`src/rde_pkg.sv`:
```
// shared constants and types for the reversible deque engine
// operation codes, field widths and the result record
// no dependencies
package rde_pkg;

  // default number of store entries
  localparam int DEPTH_DEF = 64;

  // field widths
  localparam int FUNC_W  = 3;
  localparam int VALUE_W = 31;

  // operation codes carried in func
  localparam logic [FUNC_W-1:0] FN_CLEAR = 3'd0;
  localparam logic [FUNC_W-1:0] FN_PUSH  = 3'd1;
  localparam logic [FUNC_W-1:0] FN_REV   = 3'd2;
  localparam logic [FUNC_W-1:0] FN_DEL   = 3'd3;
  localparam logic [FUNC_W-1:0] FN_EMIT  = 3'd4;

  // one result transaction
  typedef struct packed {
    logic               overflow;
    logic               empty_list;
    logic               error;
    logic               last;
    logic [VALUE_W-1:0] element;
  } result_t;

endpackage

```
`src/reversible_deque_engine.sv`:
```
// Reversible deque engine: a bounded deque held in a ring store with a
// reverse flag. Clear, push, reverse and delete are taken without stalling
// and give no result. Emit holds the input side while it runs: after a
// start step it makes one store read per cycle while the output buffer has
// room, through the single read port of the element memory, or gives just
// the lone error or empty result. Results leave through a two-entry
// output buffer, so the next operation is taken while results still
// wait; a stalled output slows emit down to the rate it is drained at.
// The store needs no clearing after reset.
// depends on rde_pkg
module reversible_deque_engine #(
  parameter int DEPTH = rde_pkg::DEPTH_DEF
) (
  input  logic        clk,
  input  logic        rst,
  input  logic        s_axis_tvalid,
  output logic        s_axis_tready,
  input  logic [39:0] s_axis_tdata,   // func [2:0], value [33:3], zero fill
  output logic        m_axis_tvalid,
  input  logic        m_axis_tready,
  output logic [31:0] m_axis_tdata,   // element [30:0], zero fill
  output logic        m_axis_tlast,
  output logic [2:0]  m_axis_tuser    // error [0], empty_list [1], overflow [2]
);

  localparam int IW = (DEPTH > 1) ? $clog2(DEPTH) : 1;
  localparam int CW = $clog2(DEPTH + 1);
  localparam logic [IW:0]   DEPTH_W  = (IW + 1)'(DEPTH);
  localparam logic [CW-1:0] DEPTH_C  = CW'(DEPTH);
  localparam logic [IW-1:0] LAST_IDX = IW'(DEPTH - 1);

  localparam logic ST_IDLE = 1'b0;
  localparam logic ST_EMIT = 1'b1;

  // ring index addition, both operands below DEPTH
  function automatic logic [IW-1:0] wrap_add(input logic [IW-1:0] a,
                                              input logic [IW-1:0] b);
    logic [IW:0] s;
    s = {1'b0, a} + {1'b0, b};
    if (s >= DEPTH_W) begin
      s = s - DEPTH_W;
    end
    return s[IW-1:0];
  endfunction

  // deque state
  logic                       state;
  logic [IW-1:0]              head;
  logic [CW-1:0]              count;
  logic                       rev;
  logic                       err;
  logic                       ovf;

  // emit sequencer
  logic [IW-1:0]              em_addr;
  logic [CW-1:0]              em_rem;
  logic                       em_single;
  logic                       em_err;
  logic                       em_empty;

  // read stage
  logic                       rd_pend;
  logic                       rd_last;
  logic                       rd_err;
  logic                       rd_empty;
  logic                       rd_zero;
  logic                       rd_ovf;
  logic [rde_pkg::VALUE_W-1:0] mem_q;

  // output buffer
  rde_pkg::result_t           ob0;
  rde_pkg::result_t           ob1;
  logic [1:0]                 ocnt;

  logic [rde_pkg::VALUE_W-1:0] mem [DEPTH];

  logic [rde_pkg::FUNC_W-1:0]  func;
  logic [rde_pkg::VALUE_W-1:0] value;
  logic                        s_acc;
  logic                        pop;
  logic                        issue;
  logic [2:0]                  occ_after;
  logic                        push_ok;
  logic [IW-1:0]               wr_addr;
  logic [IW-1:0]               back_addr;
  rde_pkg::result_t            land;

  // input decode
  assign func  = s_axis_tdata[2:0];
  assign value = s_axis_tdata[33:3];

  assign s_axis_tready = (state == ST_IDLE);
  assign s_acc         = s_axis_tvalid && s_axis_tready;

  assign push_ok   = (count != DEPTH_C);
  assign wr_addr   = wrap_add(head, IW'(count));
  assign back_addr = wrap_add(head, IW'(count - CW'(1)));

  // buffer credit: buffered plus in flight minus leaving this cycle
  assign pop       = (ocnt != 2'd0) && m_axis_tready;
  assign occ_after = {1'b0, ocnt} + {2'b00, rd_pend} - {2'b00, pop};
  assign issue     = (state == ST_EMIT) && (occ_after < 3'd2);

  // control state and emit sequencing
  always_ff @(posedge clk) begin
    if (rst) begin
      state   <= ST_IDLE;
      head    <= '0;
      count   <= '0;
      rev     <= 1'b0;
      err     <= 1'b0;
      ovf     <= 1'b0;
      rd_pend <= 1'b0;
    end else begin
      rd_pend <= issue;
      if (s_acc) begin
        unique case (func)
          rde_pkg::FN_CLEAR: begin
            head  <= '0;
            count <= '0;
            rev   <= 1'b0;
            err   <= 1'b0;
            ovf   <= 1'b0;
          end
          rde_pkg::FN_PUSH: begin
            if (push_ok) begin
              count <= count + CW'(1);
            end else begin
              ovf <= 1'b1;
            end
          end
          rde_pkg::FN_REV: begin
            rev <= !rev;
          end
          rde_pkg::FN_DEL: begin
            if (!err) begin
              if (count == '0) begin
                err <= 1'b1;
              end else begin
                if (!rev) begin
                  head <= (head == LAST_IDX) ? '0 : head + IW'(1);
                end
                count <= count - CW'(1);
              end
            end
          end
          rde_pkg::FN_EMIT: begin
            state <= ST_EMIT;
          end
          default: begin
          end
        endcase
      end else if (issue && (em_single || em_rem == CW'(1))) begin
        state <= ST_IDLE;
      end
    end
  end

  // emit sequencer registers
  always_ff @(posedge clk) begin
    if (s_acc && func == rde_pkg::FN_EMIT) begin
      em_single <= err || (count == '0);
      em_err    <= err;
      em_empty  <= !err && (count == '0);
      em_rem    <= count;
      em_addr   <= rev ? back_addr : head;
    end else if (issue) begin
      em_rem <= em_rem - CW'(1);
      if (rev) begin
        em_addr <= (em_addr == '0) ? LAST_IDX : em_addr - IW'(1);
      end else begin
        em_addr <= (em_addr == LAST_IDX) ? '0 : em_addr + IW'(1);
      end
    end
  end

  // read stage tags travel with the memory read
  always_ff @(posedge clk) begin
    if (issue) begin
      rd_last  <= em_single || (em_rem == CW'(1));
      rd_err   <= em_err;
      rd_empty <= em_empty;
      rd_zero  <= em_single;
      rd_ovf   <= ovf;
    end
  end

  // element store: one write port, one registered read port
  always_ff @(posedge clk) begin
    if (s_acc && func == rde_pkg::FN_PUSH && push_ok) begin
      mem[wr_addr] <= value;
    end
    if (issue) begin
      mem_q <= mem[em_addr];
    end
  end

  // result landing from the read stage
  always_comb begin
    land.element    = rd_zero ? '0 : mem_q;
    land.last       = rd_last;
    land.error      = rd_err;
    land.empty_list = rd_empty;
    land.overflow   = rd_ovf;
  end

  // output buffer occupancy
  always_ff @(posedge clk) begin
    if (rst) begin
      ocnt <= 2'd0;
    end else begin
      unique case ({rd_pend, pop})
        2'b10:   ocnt <= ocnt + 2'd1;
        2'b01:   ocnt <= ocnt - 2'd1;
        default: ocnt <= ocnt;
      endcase
    end
  end

  // output buffer payload
  always_ff @(posedge clk) begin
    unique case (ocnt)
      2'd0: begin
        if (rd_pend) begin
          ob0 <= land;
        end
      end
      2'd1: begin
        if (rd_pend && pop) begin
          ob0 <= land;
        end else if (rd_pend) begin
          ob1 <= land;
        end
      end
      2'd2: begin
        if (pop) begin
          ob0 <= ob1;
          if (rd_pend) begin
            ob1 <= land;
          end
        end
      end
      default: begin
      end
    endcase
  end

  // output ports
  assign m_axis_tvalid = (ocnt != 2'd0);
  assign m_axis_tdata  = {1'b0, ob0.element};
  assign m_axis_tlast  = ob0.last;
  assign m_axis_tuser  = {ob0.overflow, ob0.empty_list, ob0.error};

endmodule
```
`config.mk`:
```
export PLATFORM = sky130hd
export DESIGN_NAME = reversible_deque_engine
export DESIGN_NICKNAME = d
export VERILOG_FILES = /design/src/rde_pkg.sv /design/src/reversible_deque_engine.sv
export SDC_FILE = /design/constraint.sdc
export NUM_CORES = 2
export LEC_CHECK = 0
export BUFFER_PORTS_ARGS = -buffer_cell sky130_fd_sc_hd__clkbuf_2
export CORE_AREA = 2 2 488 490
export CTS_CLUSTER_SIZE = 14
export DETAILED_ROUTE_END_ITERATION = 7
export DIE_AREA = 0 0 490 492
export SYNTH_ARGS = -nofsm -noshare
export SYNTH_HDL_FRONTEND = slang
export SYNTH_SLANG_ARGS = --single-unit
```
`constraint.sdc`:
```
create_clock -name clk -period 6.3 [get_ports clk]
set_input_delay 0 -clock clk [delete_from_list [all_inputs] [get_ports clk]]
set_output_delay 0 -clock clk [all_outputs]
set_load 0.01 [all_outputs]
```
-- Word-level counts from Yosys, hierarchy flattened
Memories as Yosys holds them, arrays and structs flattened. A register that Yosys moved wholly into a read port is not among the register bits.
Index checks and enable logic that the tools add are counted.
- reductions and logical operators: 35
- equal/unequal tests: 22
- bitwise operators: 1
- muxes and demuxes: 40
- add/subtract/negate cells: 14
- magnitude comparators: 3
- operator list (kind ; count):
    $mux 35 ; 6
    $pmux 35 s3 ; 1
    $mux 6 ; 12
    $pmux 35 s2 ; 1
    $mux 7 ; 5
    $mux 31 ; 1
    $pmux 7 s3 ; 1
    $ne 2x2->1 const B ; 9
    $sub 6x1->6 const B ; 3
    $reduce_bool 2->1 ; 8
    $add 6x6->7 ; 2
    $ge 7x7->1 const B ; 2
    $sub 7x1->7 const B ; 2
    $add 6x1->6 const B ; 2
    $eq 6x6->1 const B ; 2
    $pmux 6 s2 ; 1
    $reduce_and 5->1 ; 2
    $logic_and 1x1->1 ; 9
    $mux 1 ; 8
    $add 7x1->7 const B ; 1
    $eq 7x1->1 const B ; 1
    $logic_not 7->1 ; 1
    $ne 7x7->1 const B ; 1
    $eq 3x2->1 const B ; 2
    other kinds (22) ; 32
- bits in writable memories: 1984
- bits of input ports: 44
- flip-flop bits (word level): 111
- output and inout bits: 38
- memories kept: 1
- memory list (name ; depth ; bits a word ; rd ports ; clocked after memory_dff ; write ports ; RTL line ; RTL):
    mem ; 64 ; 31 ; 1 ; 1 ; 1 ; reversible_deque_engine.sv:75 ; logic [rde_pkg::VALUE_W-1:0] mem [DEPTH];

-- Depth between registers and ports, before layout
- word-level depth: 8
- mapped depth: 11
- mapped depth without buffers: 11

-- Worst setup path before layout
No wires, ideal clock.
- path kind: register to register
- start: reg head[0]
- end: mem mem[32][0] in the netlist's numbering, enable pin
- setup time: 0.458 ns
- setup slack: 1.696 ns
- stages on the path, launching flop included: 9
- arrival time: 4.147 ns
- path buffers: 1
- required time: 5.842 ns
- path through: dfxtp_1 -> ha_1 -> fa_1 -> a21o_1 -> a21oi_1 -> xor2_1 -> nand2_1 -> clkbuf_1 -> nor3_1
- longest elaborated chain between the ends: 3
- elaborated cells between the ends (all ways): 4
- those cells by class: add/sub (2); order compare (1); mux (1)
- RTL lines (element ; RTL line ; RTL):
    start: declaration ; reversible_deque_engine.sv:48 ; logic [IW-1:0] head;
    start signal: assignment ; reversible_deque_engine.sv:141 ; head <= (head == LAST_IDX) ? '0 : head + IW'(1);
    $add 6x6->7 (*) ; reversible_deque_engine.sv:39 ; s = {1'b0, a} + {1'b0, b};
    $sub 6x1->6 / $ge 7x7->1 (equally long branches) ; reversible_deque_engine.sv:41, reversible_deque_engine.sv:40 ;
    $mux 6 (*) ; reversible_deque_engine.sv:40 ; if (s >= DEPTH_W) begin
    end: declaration ; reversible_deque_engine.sv:75 ;
Mark *: on every way between the ends. The rest lies on a longest branch, timed or not.

-- Final worst setup path
- start: reg count[1]
- end: mem mem[47][19] in the netlist's numbering, enable pin
- longest elaborated chain between the ends: 4
- elaborated cells between the ends (all ways): 8
- those cells by class: add/sub (2); order compare (1); eq/ne (1); mux (3); reduce/logical (1)
- RTL lines (element ; RTL line ; RTL):
    start: declaration ; reversible_deque_engine.sv:49 ; logic [CW-1:0] count;
    start signal: assignment ; reversible_deque_engine.sv:127 ; count <= count + CW'(1);
    start signal: assignment ; reversible_deque_engine.sv:143 ; count <= count - CW'(1);
    parallel branches: the longest is 4 deep, another holds $add 6x6->7 ; n/a ;
Parallel ways; which one is timed is not known.

==> run summary <==
In this run, flip-flops and latches consume between 50 and 60% of the power. The maximum clock frequency came out at ~220 MHz. The Yosys step of the flow raised 0 warnings. The worst register-to-register path begins at count[1]$_SDFFE_PP0P_.

The endpoint of the lowest-slack register-to-register path is mem[47][19]$_DFFE_PP_. The number of synthesized register bits is between 2000 and 2500. The number of synthesized flops with an enable pin came out at roughly 2100. The most repeated cell in the gate-level netlist after synthesis is sky130_fd_sc_hd__edfxtp_1. Data arrives at the worst endpoint at around 5.0 ns. The maximum VDD drop came out at 0.240 mV. The first global-routing pass estimated between 200 and 300 mm of wire. Among all flip-flop cells after synthesis, the most frequent one is sky130_fd_sc_hd__edfxtp_1.

In the finished design, the share of the clock period the worst path needs comes to a little under three quarters. The insertion delay to the later sink of the worst-skew pair is 0.85 ns. The number of antenna-violating nets in the routed design is 0.

The main combinational cell family by area after synthesis is multiplexers. Power spread over the standard cell area amounts to between 300 and 400 mW/mm^2. Summing the areas of all xor and xnor instances in the mapped netlist gives 0.277% of the synthesized area. The count of max-cap constraint violations is 0.

Overall power consumption after layout is estimated at slightly below 30 mW. Of the total power, the clock network draws between 40% and 50%. The cell with the biggest individual delay on the critical path is sky130_fd_sc_hd__nor4_1.

The half-perimeter wire length after placement is 113 mm. Routability-driven placement finished with a final weighted congestion of 0.813. The effective utilization at floorplan is between 30% and 40%.

The layout overhead on the synthesized area is 14.6%. The worst setup path is launched from a flop. The initial antenna violation count came to 11.

The total number of placement rows came out at about 180. The clock skew came out at ~0.028 ns. The netlist area before placement is 0.0822 sq mm. The overall global routing resource usage is approximately 17%. The internal power came out at 23.2 mW. The number of design-rule violations left by the first detailed-router iteration is between 4000 and 5000. The average wire length per cell after detail routing is between 20 and 30 um.

The mean instance size in the synthesized netlist came out at ~21 sq um. In this run the post-CTS setup repair buffer count came out at 0. Setup repair after global routing left no endpoint under its margin. The number of unique standard cell types used by synthesis is between 70 and 80.

The number of hold violations in the final report was 0. The total number of H-tree levels is 4. The layout net count came out at 4191.

The number of global-route vias before repair is between 40000 and 50000. The worst-case clock buffer depth came out at 3. The clock slew at the register clock pins of the worst setup and hold paths is 0.07 ns. The I/O pin total came out at slightly above 80. The summed negative setup slack over all endpoints is 0 ns. The flow ran to the end, and the final reports show no timing, DRC or antenna violations. The post-placement cell area is about 0.087 sq mm.

The post-synthesis net count is 3925. The clock sink count is 2126. The area enclosed by the die boundary is 0.241 sq mm.

The data required time at the worst endpoint is a little under 7 ns. The endpoint class of the critical path is a flop. The number of CTS-inserted buffers is about 200. The cell count after synthesis came out at about 3900. The critical path ends at mem[47][19]$_DFFE_PP_. The worst slew margin relative to its limit is under 10%. The finished cells cover 0.0942 sq mm. The largest stage delay on the critical path came out at 1.08 ns.

The pre-antenna-repair detailed-routing pass consisted of 8 iterations. The number of failing setup endpoints in the final timing report came out at 0. The total congestion overflow is 0. The worst register-to-register path has a setup slack of around 1.8 ns. The cell sitting at the root of the clock tree is a sky130_fd_sc_hd__clkbuf_16. For this run, design rule violations remaining after detail routing come to 0.

Counting cells, the worst reg-to-reg path comes to 7. The synthesized netlist devotes roughly 4.2% of its cell area to compound gates. The leading area contributor after synthesis is sky130_fd_sc_hd__edfxtp_1.

The worst path needs 4.47 ns of the cycle, external delays included. The final count of pins violating max slew was 0. Buffers placed on the I/O ports in this run total 74. The chip width came out at 490 um. The proportion of netlist area held by the largest area contributor is between 70% and 80%.

The net switching fraction of the power came out at between 20 and 25%. The worst setup path is of the flop to flop kind. Summing over every cut layer, the via total after detailed routing is 40100. The core area is around 0.24 sq mm. The share of post-route cells with drive strength above 1 is between 20% and 30%.

The biggest fanout along the worst timing path is 27. The vertical die dimension came out at a little under 500 um. The net switching power of the design is 6.50 mW. The clock tree from TritonCTS is done. The mux contribution to synthesized area came out at roughly 14%.

Ranked by instance count, the synthesized netlist is headed by sky130_fd_sc_hd__edfxtp_1, sky130_fd_sc_hd__mux4_2, sky130_fd_sc_hd__clkbuf_1, sky130_fd_sc_hd__mux2i_1, sky130_fd_sc_hd__a21oi_1. The sum of routed wire length over all layers came out at around 200 mm. Using the TritonRoute via totals, the vias-per-cell ratio works out to 5.38. The cell leakage power came out at about 29 nW. The simple-gate share of the synthesized area is 2.07%.

The sequential element share of the synthesized area came out at between 70 and 80%. The adder-cell area share of the yosys netlist is less than 1%. Tracing the worst setup path back leads to its startpoint at count[1]$_SDFFE_PP0P_. Combinational cells account for approximately 6.3% of the total power. The largest net degree at the start of global routing came out at 96. The worst hold path belongs to the class input pin to flop. The transition time at the pin with the least slew margin is 1.36 ns. Of all flip-flops after synthesis, the portion carrying an async set or reset was 0%. After synthesis, the cell types taking the most area are sky130_fd_sc_hd__edfxtp_1, sky130_fd_sc_hd__mux4_2, sky130_fd_sc_hd__mux2i_1, sky130_fd_sc_hd__a22oi_1, sky130_fd_sc_hd__a21oi_1.

The signal on the critical path passes through inv_1, ha_1, and3_1, nor4_1, nand3_1, nor3_2, buf_12.
==> power by group through the flow <==
stage                     sequential, mW  clock (mW)  combinational (mW)
after global routing                15.8        12.8                2.00
after CTS                           15.8        12.3                1.90
final                               15.8        12.1                1.87
after detailed placement            16.1           0                1.87
after global placement              16.1           0                1.84
after floorplan                     16.1           0                1.00
==> worst min path at each step <==
stage,start,end,cells after the start,slack [ns]
after floorplan,s_axis_tdata[3],mem[0][0]$_DFFE_PP_,0,0.1
after global placement,em_err$_DFFE_PP_,rd_err$_DFFE_PP_,0,0.40
after detailed placement,em_err$_DFFE_PP_,rd_err$_DFFE_PP_,0,0.41
after CTS,rst,count[6]$_SDFFE_PP0P_,3,0.14
after global routing,rst,count[2]$_SDFFE_PP0P_,3,0.21
final,rst,count[6]$_SDFFE_PP0P_,3,0.21
==> flip-flops by register name, indices dropped and copies added (netlist names), 2 cells and up <==
name and count:
ocnt 2, ob1 35, head 6, em_addr 6
mem_q 31, mem 1984, m_axis_tdata 31, count 7
m_axis_tuser 3, em_rem 7
==> layer usage <==
| metal | share of wire (%) | vias to the layer above | wire length, um | track usage, % |
|---|---|---|---|---|
| met5 | 0.013 | - | 27 | 0 |
| met4 | 3.2 | 4 | 6620 | 5.76 |
| met3 | 7.2 | 289 | 14800 | 2.99 |
| met2 | 47 | 1416 | 97200 | 26.9 |
| met1 | 42 | 21600 | 87300 | 23.4 |
| li1 | - | 16800 | - | - |
==> cell type report <==
class | count | area (sq um)
Fill cell | 20900 | 142000
Timing Repair Buffer | 283 | 2200
Clock buffer | 267 | 5560
Multi-Input combinational cell | 1477 | 17700
Clock inverter | 114 | 1030
Inverter | 27 | 101
Antenna cell | 5 | 12.5
Tap cell | 3167 | 3960
Sequential cell | 2126 | 63600
==> critical path: cells and delay by family, from the launching register on <==
kind                       cells  cell delay, ns
buffers and inverters          2            0.45
and+or+nand+nor                4            2.83
DFF                            1            0.56
adders and majority gates      1            0.26
==> through the flow <==
stage / hold WS, ns / cells / worst slack (ns) / utilization (%)
6_report: 0.214 / 7466 / 1.83 / 39.9
5_1_grt: 0.214 / 7462 / 1.71 / 39.9
4_1_cts: 0.138 / 7461 / 1.90 / 39.9
3_5_place_dp: 0.408 / 7034 / 1.92 / 36.9
3_3_place_gp: 0.403 / 7034 / 2.01 / 36.9
2_1_floorplan: 0.0989 / 3854 / 1.70 / -
==> placed cells by master (no fill, tap or decap), types with 21 or more instances in the layout <==
| master | n |
|---|---|
| sky130_fd_sc_hd__a211oi_1 | 30 |
| sky130_fd_sc_hd__a21oi_1 | 110 |
| sky130_fd_sc_hd__a221oi_1 | 28 |
| sky130_fd_sc_hd__a22o_1 | 35 |
| sky130_fd_sc_hd__a22oi_1 | 105 |
| sky130_fd_sc_hd__buf_4 | 151 |
| sky130_fd_sc_hd__clkbuf_1 | 48 |
| sky130_fd_sc_hd__clkbuf_16 | 210 |
| sky130_fd_sc_hd__clkbuf_2 | 74 |
| sky130_fd_sc_hd__clkinv_1 | 49 |
| sky130_fd_sc_hd__clkinv_2 | 34 |
| sky130_fd_sc_hd__dlygate4sd3_1 | 46 |
| sky130_fd_sc_hd__edfxtp_1 | 2106 |
| sky130_fd_sc_hd__ha_1 | 24 |
| sky130_fd_sc_hd__inv_1 | 24 |
| sky130_fd_sc_hd__mux2_2 | 40 |
| sky130_fd_sc_hd__mux2i_1 | 113 |
| sky130_fd_sc_hd__mux4_2 | 443 |
| sky130_fd_sc_hd__nand2_1 | 65 |
| sky130_fd_sc_hd__nor2_1 | 51 |
| sky130_fd_sc_hd__nor2b_1 | 35 |
| sky130_fd_sc_hd__nor3_1 | 27 |
| sky130_fd_sc_hd__nor3_2 | 64 |
| sky130_fd_sc_hd__o21ai_0 | 43 |
| sky130_fd_sc_hd__o221ai_1 | 36 |
| sky130_fd_sc_hd__o22ai_1 | 21 |
==> what timing repair did <==
action                    4_1_cts  5_1_grt
gates resized for setup         0        0
hold buffers                   46        0
hold endpoints to repair     2039        0
==> logic make-up after synthesis <==
kind of cell	after synthesis
buffers and inverters	251
adders and majority gates	27
other	1
muxes	596
and+or+nand+nor	332
AOI/OAI and AO/OA	495
xor gates and xnor gates	26
DFF	2126
(Power assumes the default switching activity.)
